==> src/rtl/core/u8v_pkg.sv <==
// u8v_pkg: shared types, constants and decode functions for the utf-8 copier
// used by u8v_front, u8v_queue, u8v_back and utf8_validating_copier
`timescale 1ns / 1ps

package u8v_pkg;

  localparam int TEXT_MAX_DEF = 64;
  localparam int QUEUE_DEPTH  = 4;
  localparam int QPTR_W       = 2;

  localparam logic [20:0] CP_DEL        = 21'h00007f;
  localparam logic [20:0] CP_SPACE      = 21'h000020;
  localparam logic [20:0] CP_MIN2       = 21'h000080;
  localparam logic [20:0] CP_MIN3       = 21'h000800;
  localparam logic [20:0] CP_SURR_LO    = 21'h00d800;
  localparam logic [20:0] CP_SURR_HI    = 21'h00dfff;
  localparam logic [20:0] CP_MIN4       = 21'h010000;
  localparam logic [20:0] CP_MAX        = 21'h10ffff;

  typedef enum logic [1:0] {
    PH_RUN  = 2'd0,
    PH_FULL = 2'd1,
    PH_FAIL = 2'd2
  } phase_t;

  typedef enum logic {
    KIND_TEXT   = 1'b0,
    KIND_STATUS = 1'b1
  } kind_t;

  // one queued job: a whole character or the final status
  typedef struct packed {
    kind_t           kind;
    logic [3:0][7:0] bytes;
    logic [2:0]      n;
    logic            status;
    logic [6:0]      length;
  } job_t;

  typedef struct packed {
    logic full;
    logic empty;
  } qstat_t;

  function automatic logic [2:0] lead_length(input logic [7:0] b);
    logic [2:0] n;
    n = 3'd0;
    if (b < 8'h80) n = 3'd1;
    else if (b inside {[8'hc2:8'hdf]}) n = 3'd2;
    else if (b inside {[8'he0:8'hef]}) n = 3'd3;
    else if (b inside {[8'hf0:8'hf4]}) n = 3'd4;
    return n;
  endfunction

  function automatic logic [7:0] lead_payload(input logic [7:0] b, input logic [2:0] n);
    logic [7:0] v;
    case (n)
      3'd2:    v = b & 8'h1f;
      3'd3:    v = b & 8'h0f;
      3'd4:    v = b & 8'h07;
      default: v = b;
    endcase
    return v;
  endfunction

  function automatic logic char_bad(input logic [20:0] cp, input logic [2:0] n);
    logic bad;
    bad = (cp < CP_SPACE) || (cp == CP_DEL);
    if (n == 3'd2 && cp < CP_MIN2) bad = 1'b1;
    if (n == 3'd3 && (cp < CP_MIN3 || (cp >= CP_SURR_LO && cp <= CP_SURR_HI))) bad = 1'b1;
    if (n == 3'd4 && (cp < CP_MIN4 || cp > CP_MAX)) bad = 1'b1;
    if (n == 3'd0 || n > 3'd4) bad = 1'b1;
    return bad;
  endfunction

endpackage

==> src/rtl/core/u8v_front.sv <==
// u8v_front: accepts bytes, gathers and checks characters, counts the copy
// and pushes whole characters and the final status into the job queue; uses u8v_pkg
`timescale 1ns / 1ps

module u8v_front import u8v_pkg::*; #(
  parameter int TEXT_MAX = TEXT_MAX_DEF
) (
  input  logic       clk,
  input  logic       rst,
  input  logic       in_valid,
  output logic       in_ready,
  input  logic       action,
  input  logic [7:0] data_byte,
  input  qstat_t     qstat,
  output logic       push,
  output job_t       push_job
);

  localparam int CNT_W = $clog2(TEXT_MAX + 1);

  logic [3:0][7:0] pend, pend_next;
  logic [2:0]      expected_len, expected_len_next;
  logic [2:0]      seen_len, seen_len_next;
  logic [20:0]     code_point, code_point_next;
  logic [CNT_W-1:0] copied_count, copied_count_next;
  phase_t          run_phase, run_phase_next;

  logic [3:0][7:0] pend_new;
  logic [2:0]      n_cur, seen_new;
  logic [20:0]     cp_new;
  logic            done, bad_end;
  logic [CNT_W:0]  fit_sum;
  logic [CNT_W+6:0] cnt_ext;

  assign in_ready = !qstat.full;
  assign cnt_ext  = (CNT_W + 7)'(copied_count);

  always_ff @(posedge clk) begin
    if (rst) begin
      expected_len <= 3'd0;
      seen_len     <= 3'd0;
      code_point   <= 21'd0;
      copied_count <= '0;
      run_phase    <= PH_RUN;
    end else begin
      expected_len <= expected_len_next;
      seen_len     <= seen_len_next;
      code_point   <= code_point_next;
      copied_count <= copied_count_next;
      run_phase    <= run_phase_next;
    end
  end

  always_ff @(posedge clk) begin
    pend <= pend_next;
  end

  always_comb begin
    pend_next         = pend;
    expected_len_next = expected_len;
    seen_len_next     = seen_len;
    code_point_next   = code_point;
    copied_count_next = copied_count;
    run_phase_next    = run_phase;
    push              = 1'b0;
    push_job          = '0;
    pend_new          = pend;
    n_cur             = expected_len;
    seen_new          = seen_len;
    cp_new            = code_point;
    done              = 1'b0;
    fit_sum           = '0;
    bad_end           = (run_phase != PH_RUN && run_phase != PH_FULL) ||
                        (run_phase == PH_RUN && expected_len != 3'd0);
    if (in_valid && in_ready) begin
      if (action) begin
        push              = 1'b1;
        push_job.kind     = KIND_STATUS;
        push_job.status   = bad_end;
        push_job.length   = bad_end ? 7'd0 : cnt_ext[6:0];
        expected_len_next = 3'd0;
        seen_len_next     = 3'd0;
        code_point_next   = 21'd0;
        copied_count_next = '0;
        run_phase_next    = PH_RUN;
      end else if (run_phase == PH_RUN) begin
        if (expected_len == 3'd0) begin
          n_cur = lead_length(data_byte);
          if (n_cur == 3'd0) begin
            run_phase_next = PH_FAIL;
          end else begin
            pend_new[0] = data_byte;
            seen_new    = 3'd1;
            cp_new      = {13'd0, lead_payload(data_byte, n_cur)};
            done        = (n_cur == 3'd1);
            pend_next         = pend_new;
            expected_len_next = n_cur;
            seen_len_next     = seen_new;
            code_point_next   = cp_new;
          end
        end else begin
          if (data_byte[7:6] != 2'b10 || seen_len > 3'd3) begin
            run_phase_next    = PH_FAIL;
            expected_len_next = 3'd0;
            seen_len_next     = 3'd0;
            code_point_next   = 21'd0;
          end else begin
            pend_new[seen_len[1:0]] = data_byte;
            seen_new = seen_len + 3'd1;
            cp_new   = {code_point[14:0], data_byte[5:0]};
            done     = (seen_new == expected_len);
            pend_next       = pend_new;
            seen_len_next   = seen_new;
            code_point_next = cp_new;
          end
        end
        if (done) begin
          expected_len_next = 3'd0;
          seen_len_next     = 3'd0;
          code_point_next   = 21'd0;
          fit_sum = {1'b0, copied_count} + (CNT_W + 1)'(n_cur);
          if (char_bad(cp_new, n_cur)) begin
            run_phase_next = PH_FAIL;
          end else if (fit_sum > (CNT_W + 1)'(TEXT_MAX)) begin
            run_phase_next = PH_FULL;
          end else begin
            push              = 1'b1;
            push_job.kind     = KIND_TEXT;
            push_job.bytes    = pend_new;
            push_job.n        = n_cur;
            copied_count_next = fit_sum[CNT_W-1:0];
          end
        end
      end
    end
  end

endmodule

==> src/rtl/core/u8v_queue.sv <==
// u8v_queue: short job queue between the front and back parts
// depends on u8v_pkg for job_t, qstat_t and the queue depth
`timescale 1ns / 1ps

module u8v_queue import u8v_pkg::*; (
  input  logic   clk,
  input  logic   rst,
  input  logic   push,
  input  job_t   push_job,
  input  logic   pop,
  output job_t   head,
  output qstat_t qstat
);

  job_t              mem [QUEUE_DEPTH];
  logic [QPTR_W-1:0] wr_ptr, rd_ptr;
  logic [QPTR_W:0]   count;
  logic              do_push, do_pop;

  assign qstat.full  = (count == (QPTR_W + 1)'(QUEUE_DEPTH));
  assign qstat.empty = (count == '0);
  assign do_push     = push && !qstat.full;
  assign do_pop      = pop && !qstat.empty;
  assign head        = mem[rd_ptr];

  always_ff @(posedge clk) begin
    if (do_push) begin
      mem[wr_ptr] <= push_job;
    end
  end

  always_ff @(posedge clk) begin
    if (rst) begin
      wr_ptr <= '0;
      rd_ptr <= '0;
      count  <= '0;
    end else begin
      if (do_push) wr_ptr <= wr_ptr + 1'b1;
      if (do_pop)  rd_ptr <= rd_ptr + 1'b1;
      if (do_push && !do_pop) count <= count + 1'b1;
      else if (do_pop && !do_push) count <= count - 1'b1;
    end
  end

endmodule

==> src/rtl/core/u8v_back.sv <==
// u8v_back: takes jobs from the queue head and sends one result per transfer
// through an output register; depends on u8v_pkg
`timescale 1ns / 1ps

module u8v_back import u8v_pkg::*; (
  input  logic       clk,
  input  logic       rst,
  input  job_t       head,
  input  qstat_t     qstat,
  output logic       pop,
  output logic       out_valid,
  input  logic       out_ready,
  output logic       out_kind,
  output logic [7:0] out_byte,
  output logic       status,
  output logic [6:0] length,
  output logic       last_of_run
);

  logic [1:0] idx;
  logic       load, cur_last;

  assign cur_last = (head.kind == KIND_STATUS) || ({1'b0, idx} + 3'd1 == head.n);
  assign load     = !qstat.empty && (!out_valid || out_ready);
  assign pop      = load && cur_last;

  always_ff @(posedge clk) begin
    if (rst) begin
      out_valid <= 1'b0;
      idx       <= 2'd0;
    end else begin
      if (load) begin
        out_valid <= 1'b1;
        idx       <= cur_last ? 2'd0 : idx + 2'd1;
      end else if (out_ready) begin
        out_valid <= 1'b0;
      end
    end
  end

  always_ff @(posedge clk) begin
    if (load) begin
      out_kind    <= head.kind;
      last_of_run <= cur_last;
      if (head.kind == KIND_STATUS) begin
        out_byte <= 8'd0;
        status   <= head.status;
        length   <= head.length;
      end else begin
        out_byte <= head.bytes[idx];
        status   <= 1'b0;
        length   <= 7'd0;
      end
    end
  end

endmodule

==> src/rtl/core/utf8_validating_copier.sv <==
// utf8_validating_copier: top level, front checker, job queue and result stage
// depends on u8v_pkg, u8v_front, u8v_queue and u8v_back
`timescale 1ns / 1ps

// Input channel: in_valid/in_ready carry one item per transfer, either a
// string byte (action 0, data_byte) or the end of the string (action 1).
// Output channel: out_valid/out_ready carry one result per transfer. Text
// bytes of each valid character come out whole (out_kind 0), with
// last_of_run on the character's final byte. The end item gives one status
// result (out_kind 1) with status and length, and clears the checker.
// A byte is taken every cycle while the four-entry job queue has room; one
// result leaves per cycle while the receiver is ready, so a character of n
// bytes gives n results. The first result of a completed character or end
// item passes through the job queue and then the output register.
// When the receiver stalls, the output register holds its result and the
// queue fills; once it is full, in_ready drops until results drain.
// Reset (rst, synchronous) empties the queue and output register and
// starts a new string with zero bytes copied.
module utf8_validating_copier import u8v_pkg::*; #(
  parameter int TEXT_MAX = TEXT_MAX_DEF
) (
  input  logic       clk,
  input  logic       rst,
  input  logic       in_valid,
  output logic       in_ready,
  input  logic       action,
  input  logic [7:0] data_byte,
  output logic       out_valid,
  input  logic       out_ready,
  output logic       out_kind,
  output logic [7:0] out_byte,
  output logic       status,
  output logic [6:0] length,
  output logic       last_of_run
);

  logic   push, pop;
  job_t   push_job, head;
  qstat_t qstat;

  u8v_front #(.TEXT_MAX(TEXT_MAX)) u_front (
    .clk       (clk),
    .rst       (rst),
    .in_valid  (in_valid),
    .in_ready  (in_ready),
    .action    (action),
    .data_byte (data_byte),
    .qstat     (qstat),
    .push      (push),
    .push_job  (push_job)
  );

  u8v_queue u_queue (
    .clk      (clk),
    .rst      (rst),
    .push     (push),
    .push_job (push_job),
    .pop      (pop),
    .head     (head),
    .qstat    (qstat)
  );

  u8v_back u_back (
    .clk         (clk),
    .rst         (rst),
    .head        (head),
    .qstat       (qstat),
    .pop         (pop),
    .out_valid   (out_valid),
    .out_ready   (out_ready),
    .out_kind    (out_kind),
    .out_byte    (out_byte),
    .status      (status),
    .length      (length),
    .last_of_run (last_of_run)
  );

endmodule
==> config.mk <==
export PLATFORM = sky130hd
export DESIGN_NAME = utf8_validating_copier
export DESIGN_NICKNAME = d
export VERILOG_FILES = /design/src/rtl/core/u8v_pkg.sv /design/src/rtl/core/u8v_front.sv /design/src/rtl/core/u8v_queue.sv /design/src/rtl/core/u8v_back.sv /design/src/rtl/core/utf8_validating_copier.sv
export SDC_FILE = /design/constraint.sdc
export NUM_CORES = 1
export LEC_CHECK = 0
export ABC_AREA = 0
export BUFFER_PORTS_ARGS = -buffer_cell sky130_fd_sc_hd__buf_2
export CORE_UTILIZATION = 55
export DETAILED_ROUTE_END_ITERATION = 10
export PLACE_DENSITY_LB_ADDON = 0.08
export SKIP_CTS_REPAIR_TIMING = 1
export SYNTH_ARGS = -nofsm -noshare
export SYNTH_HDL_FRONTEND = slang
export SYNTH_SLANG_ARGS = --single-unit
==> constraint.sdc <==
create_clock -name clk -period 5.47 [get_ports clk]
set_input_delay 0.2735 -clock clk [delete_from_list [all_inputs] [get_ports clk]]
set_output_delay 0.2735 -clock clk [all_outputs]
set_load 0.02 [all_outputs]
* Word-level counts from Yosys, hierarchy flattened
Memories as Yosys holds them, arrays and structs flattened. A register that Yosys moved wholly into a read port is not among the register bits.
Cells that the tools add are included.
** Operators by class
- Mux-type cells :: 98
- $lt $le $gt $ge :: 20
- Add/subtract/negate cells :: 8
- Bitwise gates (word level) :: 2
- Reductions and logical operators :: 48
- Eq/ne operators :: 17
** Operator list (count)
- $mux 21 :: 11
- $mux 36 :: 3
- $mux 3 :: 26
- $mux 35 :: 2
- $mux 32 :: 2
- $mux 8 :: 6
- $mux 44 :: 1
- $mux 7 :: 6
- $bwmux 32 :: 1
- $mux 1 :: 25
- $ge 8x8->1 const B :: 3
- $le 8x8->1 const B :: 3
- $mux 24 :: 1
- $pmux 8 s3 :: 1
- $mux 2 :: 11
- $eq 21x7->1 const B :: 1
- $ge 21x16->1 const B :: 1
- $gt 21x21->1 const B :: 1
- $le 21x16->1 const B :: 1
- $lt 21x12->1 const B :: 1
- $lt 21x17->1 const B :: 1
- $lt 21x6->1 const B :: 1
- $lt 21x8->1 const B :: 1
- $logic_and 1x1->1 :: 17
- other kinds (32) :: 66
** Storage, ports and cells
- Memory bits (writable) :: 176
- Register bits :: 96
- Logic and storage cells :: 213
- Bits of input ports :: 13
- Memories :: 1
- Output and inout port bits :: 20
** Memories
- u_queue.mem :: words 4, bits a word 44, rd ports 1, clocked after memory_dff 1, wr ports 1, line u8v_queue.sv:15 : job_t mem [QUEUE_DEPTH];

* Longest topological paths before layout
- Word-level depth :: 38
- Depth in mapped cells :: 22
- Depth with buffers taken out :: 19

* Modules after synthesis
Synthesis repeated with hierarchy kept, for this count alone.
** Unflattened totals
- Cells, all modules :: 942
- Area total of the unflattened synthesis :: 12512.0 sq um
** By module, submodules not included
- u8v_queue :: seq. area each 5465.2 sq um, times used 1, cells an instance 278, area each 6862.8 sq um
- u8v_front :: seq. area each 1681.6 sq um, times used 1, cells an instance 596, area each 4604.4 sq um
- u8v_back :: seq. area each 600.6 sq um, times used 1, cells an instance 68, area each 1044.8 sq um

* Least setup slack after synthesis
Ideal clock, no wire load.
- Path kind :: register -> register
- From :: register u_front.expected_len[0]
- To :: memory u_queue.mem[0][0] (netlist name) (enable)
- Arrival time :: 4289 ps
- Clock period less this slack :: 4695 ps
- Required time :: 5064 ps
- Stages on the path, launching flop included :: 18
- Path buffers :: 4
- Setup time :: 406 ps
- Path slack :: 775 ps
- Path through :: dfxtp_1 buf_2 nor3_2 buf_2 buf_1 a21o_1 ha_1 inv_1 fa_1 inv_1 a21o_1 mux2i_1 o31ai_1 o211a_1 o2111ai_1 buf_4 nand2_2 and2_1
** On the way
- Word-level cells in the longest chain between the ends :: 24
- Elaborated cells between the ends (all ways) :: 55
- Classes of those cells :: 1 x add/sub; 9 x order compare; 5 x eq/ne; 29 x mux; 11 x reduce/logical
** RTL lines
- start, declared :: line u8v_front.sv:22 : logic [2:0] expected_len, expected_len_next;
- start signal, assigned :: line u8v_front.sv:46 : expected_len <= expected_len_next;
- $logic_not 3->1 :: line u8v_front.sv:87 : if (expected_len == 3'd0) begin
- $mux 21 :: line u8v_front.sv:87
- $mux 21 :: line u8v_front.sv:86 : end else if (run_phase == PH_RUN) begin
- $mux 21 :: line u8v_front.sv:76 : if (action) begin
- $mux 21 :: line u8v_front.sv:75 : if (in_valid && in_ready) begin
- $ge 21x16->1 or $le 21x16->1 (tied branches) :: line u8v_pkg.sv:70 : if (n == 3'd3 && (cp < CP_MIN3 || (cp >= CP_SURR_LO && cp <= CP_SURR_HI))) bad = 1'b1;
- $logic_and 1x1->1 :: line u8v_pkg.sv:70
- $logic_or 1x1->1 :: line u8v_pkg.sv:70
- (+9 left out)
- $mux 1 * :: line u8v_front.sv:117 : if (done) begin
- $mux 1 * :: line u8v_front.sv:86
- $mux 1 * :: line u8v_front.sv:76
- $mux 1 * :: line u8v_front.sv:75
- $logic_and 1x1->1 * :: line u8v_queue.sv:22 : assign do_push = push && !qstat.full;
- net u_queue.do_push :: line u8v_queue.sv:18 : logic do_push, do_pop;
- $mux 1 * :: line u8v_queue.sv:27 : if (do_push) begin
- $mux 1 (implied by the code) * :: line u8v_queue.sv:28 : mem[wr_ptr] <= push_job;
- end, declared :: line u8v_queue.sv:15
The timed path passes the listed nets; every way through them passes the cells marked *. The select of a mux whose other input is x is not followed.

* Worst setup path after layout
- From :: register u_front.seen_len[0]
- To :: register u_queue.count[2]
** On the way
- Word-level cells in the longest chain between the ends :: 27
- Elaborated cells between the ends (all ways) :: 48
- Classes of those cells :: 1 x add/sub; 8 x order compare; 2 x eq/ne; 24 x mux; 13 x reduce/logical
** RTL lines
- start, declared :: line u8v_front.sv:23 : logic [2:0] seen_len, seen_len_next;
- start signal, assigned :: line u8v_front.sv:47 : seen_len <= seen_len_next;
- $gt 3x2->1 :: line u8v_front.sv:102 : if (data_byte[7:6] != 2'b10 || seen_len > 3'd3) begin
- $logic_or 1x1->1 :: line u8v_front.sv:102
- $mux 21 :: line u8v_front.sv:102
- $mux 21 :: line u8v_front.sv:87
- $mux 21 :: line u8v_front.sv:86
- $mux 21 :: line u8v_front.sv:76
- $mux 21 :: line u8v_front.sv:75
- $ge 21x16->1 or $le 21x16->1 (tied branches) :: line u8v_pkg.sv:70
- (+12 left out)
- $mux 1 * :: line u8v_front.sv:86
- $mux 1 * :: line u8v_front.sv:76
- $mux 1 * :: line u8v_front.sv:75
- $logic_and 1x1->1 * :: line u8v_queue.sv:22
- net u_queue.do_push :: line u8v_queue.sv:18
- $logic_not 1->1 :: line u8v_queue.sv:41 : else if (do_pop && !do_push) count <= count - 1'b1;
- $logic_and 1x1->1 :: line u8v_queue.sv:41
- $reduce_bool 2->1 (no source line)
- end signal, assigned :: line u8v_queue.sv:40 : if (do_push && !do_pop) count <= count + 1'b1;
- end signal, assigned :: line u8v_queue.sv:41
- end, declared :: line u8v_queue.sv:17 : logic [QPTR_W:0] count;
Marks and branches as above.
A chain may end at the register's enable or synchronous reset.

==> results.txt <==
- The flow ran to the end, and the final reports show no timing, DRC or antenna violations.
- Counting both buffers and inverters, the worst setup path holds a total of 3.
- After detailed routing, the average wire length per cell comes to 21.98 um.
* Final setup viols: 0
- The slowest stage of the critical path belongs to the cell a21oi_2.
* Final standard cell count with taps included and fillers excluded: 1245
- Relative to the synthesized area, the layout overhead comes to 10.01%.
* Critical path data arrival time: 5.05 ns
- Clock Pin Slew Worst Setup and Hold Paths: 0.06 ns
- Post-Synthesis Cells: 931
- 0 antenna diodes ended up in the layout.
- In this run the mean area of a mapped cell was 13.47 sq um.
* Largest vdd supply drop: 219.7 uV
* Setup TNS: 0 ns
* Worst hold path stage count: 4
- Of all nets on the critical path, the largest fanout is 14.
* DRC errors left: 0
- The first global-routing pass estimated 43730 um of wire.
- Yosys printed 0 warnings.
- Reg-to-Reg End: u_queue.count[2]
* Via-to-Cell Ratio: 6.289
- Counting every net in the synthesized netlist gives 961.
- Hold Path Sink: u_back.out_valid
- Largest net degree at the start of global routing: 47
- Traced cell by cell, the critical path runs through ha_1, ha_1, inv_1, a21oi_2, o22ai_1, a22oi_1, a21oi_1, o21ai_2, o2111ai_1, buf_4, nand2_2, ha_1, inv_1, fa_1, xor2_1, or3_1, a21oi_1.
- Clock skew after layout: 0.01666 ns
- STA classifies the critical path startpoint as a register.
* Clock tree from TritonCTS: yes
- Count of flip-flops with a built-in enable after synthesis: 226
- Die span in y: 153 um
- The congestion estimate from routability-driven global placement came to 0.9285.
- Depth of the most critical reg-to-reg path: 17
- The clock period could shrink to 4.583 ns.
- Registers are responsible for between 40% and 50% of the overall power.
- The wire-length estimate of the detail-placed layout is 17790 um.
- Number of flip-flops and latches in the synthesized netlist: approximately 270
* Starting density of the core: 56.76%
- Row generation in the floorplan step produced 54 rows.
* Cell Count Post-Placement: roughly 1200
- Fraction of layout instances using a drive strength above 1: 18.13%
* All-layer global routing usage: ~24%
- The clock net in this run drives a total of ~270 sinks.
- Top achievable clock speed: roughly 220 MHz
* Via Count: around 7800
- Total count of max-transition violations in the final report: 0
- After the first detailed-routing iteration, the DRC count stood at 484.
- Total congestion overflow: 0
- The core region is 22090 sq um.
* Clk Tree Root Cell: clkbuf_16
- Counting the buffers created by CTS gives 28.
- In the synthesized netlist the async set-or-reset flop fraction comes to 0%.
- Fraction of the yosys area taken by sequential cells: around three fifths
* Critical path's top delay family: compound AO/OA/AOI/OAI gates
- Reg-to-reg slack, setup: between 0.8 and 0.9 ns
- Portion of the clock cycle consumed by the worst path in the final layout: a little over four fifths
- Counting distinct cell types in the post-synthesis netlist gives 80.
- The initial antenna violation count was 0.
- Total routed wirelength: approximately 27000 um
- The internal power of the cells totals 4053 uW.
- H-Tree Level Count: 1
- Total die area: 23410 sq um
- Number of nets with antenna violations after routing: 0
- The floorplan step set the die width to 153 um.
- Final worst-path setup slack: 0.8866 ns
- For this run, the slowest stage of the critical path takes just under 0.6 ns.
* Path type of the worst min-delay path: input pin to register
- For this run, the post-layout net count is a little under 1000.
* Power per unit of standard cell area: 402.0 nW/um^2
- STA classifies the critical path endpoint as a register.
* Power share of the clock group: approximately 34%
* Max-slew headroom at the worst pin: between 20% and 30%
- Flip-flop cell with the highest count after synthesis: edfxtp_1
- Prior to clock tree synthesis, the placed netlist has a worst setup slack of approximately 0.7 ns.
* Startpoint of the most critical register-to-register path: u_front.seen_len[0]
* Logic pwr share: 20.2%
- For the worst-skew pair, the clock arrives at the later sink with an insertion delay of 0.55 ns.
* Port buffer count: 32
- The number of global-route vias before repair is roughly 7900.
* Slew of the pin with the lowest slew margin: 1.198 ns
- Net switching is 26.93% of the power.
- Drt first pass iters: 5
- Leak Pwr: 0.004789 uW
- Max capacitance violation total: 0
- Data on the critical path is required at its endpoint by 5.94 ns.
* Hold Crit Start: out_ready
- Net switching power of the design: 1494 uW
- Unrepaired setup endpoints after global routing: no
- Count of boundary I/O pins: 33
- The final number of hold-violating endpoints is 0.
- The synthesized netlist occupies a cell area of 12540 sq um.
- The clock passes through at most 3 buffers.
- The most numerous cell type found on the critical path is ha_1.
- By startpoint and endpoint, the worst setup path is classified as register to register.
## cell type report
cell class              instances  area (sq um)
clock inverters                20         191.4
inverters                      20         75.07
clock buffers                  31         711.9
well taps                     280         350.3
repair buffers                 46         265.3
fillers                      1625          8298
flip-flops and latches        274          7750
multi-input cells             574          4452
## stage by stage
| stage | hold slack [ns] | utilization [%] | power (uW) | area [sq um] |
|---|---|---|---|---|
| after floorplan | 0.4316 | - | 3446 | 12540 |
| after global placement | 0.4404 | 58.35 | 3731 | 12890 |
| after detailed placement | 0.4454 | 58.35 | 3752 | 12890 |
| after CTS | -0.001799 | 62.44 | 5603 | 13800 |
| after global routing | 0.02377 | 62.44 | 5775 | 13800 |
| final | 0.01870 | 62.44 | 5546 | 13800 |
## per-layer routing
| metal | GRT usage, % | share of wire, % |
|---|---|---|
| met1 | 34.08 | 45 |
| met2 | 39.60 | 47 |
| met3 | 3.176 | 5.8 |
| met4 | 5.964 | 2.1 |
| met5 | 0 | 0 |
## synth_stat cells, types with 23 or more instances
cell / count / area, sq um
edfxtp_1: 226 / 6787
nand2_1: 68 / 255.2
nor2_1: 63 / 236.5
a21oi_1: 58 / 290.3
mux4_2: 52 / 1171
dfxtp_1: 48 / 960.9
nor3_1: 43 / 215.2
nand3_1: 40 / 200.2
clkbuf_1: 37 / 138.9
mux2i_1: 27 / 270.3
and2_1: 23 / 143.9
## worst max-delay path by stage
stage                               endpoint                    start  cells after the start
final                       u_queue.count[2]      u_front.seen_len[0]                     17
after global routing      u_queue.mem[3][14]      u_front.seen_len[0]                     11
after CTS                   u_queue.count[2]      u_front.seen_len[0]                     17
after detailed placement    u_queue.count[2]             data_byte[4]                     21
after global placement      u_queue.count[2]             data_byte[4]                     21
after floorplan            u_queue.mem[0][0]  u_front.expected_len[0]                     17
## cells in the final DEF (no fill, tap or decap), types with 8 or more instances in the layout
master	count
edfxtp_1	226
nand2_1	68
nor2_1	62
a21oi_1	58
mux4_2	52
dfxtp_1	46
nor3_1	43
nand3_1	40
buf_2	32
clkbuf_16	28
mux2i_1	27
inv_1	19
and2_1	19
a22oi_1	19
o21ai_0	15
ha_1	15
buf_4	14
nor2b_1	11
clkinv_1	9
nor4_1	8
xor2_1	8
## flip-flops by register name (all words and copies together) (netlist names), 2 cells and up, named ones only
register	flops
u_back.length	7
u_front.expected_len	3
u_queue.wr_ptr	2
u_back.idx	2
u_queue.mem	176
u_front.seen_len	3
u_front.pend	32
u_queue.rd_ptr	2
u_front.copied_count	7
u_front.code_point	21
u_front.run_phase	2
u_back.out_byte	8
u_queue.count	3
## power by group through the flow
stage	clock [uW]	combinational, uW	sequential (uW)
3_5_place_dp	0	1130	2620
3_3_place_gp	0	1120	2610
6_report	1860	1120	2570
5_1_grt	1960	1220	2590
2_1_floorplan	0	783	2660
4_1_cts	1890	1140	2580
## worst min-delay path, cell delays in order
cell     delay, ns
buf_2         0.07
inv_1         0.04
nand2_1       0.06
a21oi_1       0.06
## cell families after synthesis
| family | count (synthesis) | synth area share [%] |
|---|---|---|
| and+or+nand+nor | 297 | 11.79 |
| DFF | 274 | 61.78 |
| AOI/OAI and AO/OA | 162 | 8.770 |
| muxes | 86 | 12.12 |
| buffers and inverters | 83 | 2.883 |
| adders and majority gates | 17 | 1.816 |
| xor gates and xnor gates | 12 | 0.8381 |
Note: power is estimated with default switching activity, not from simulation.
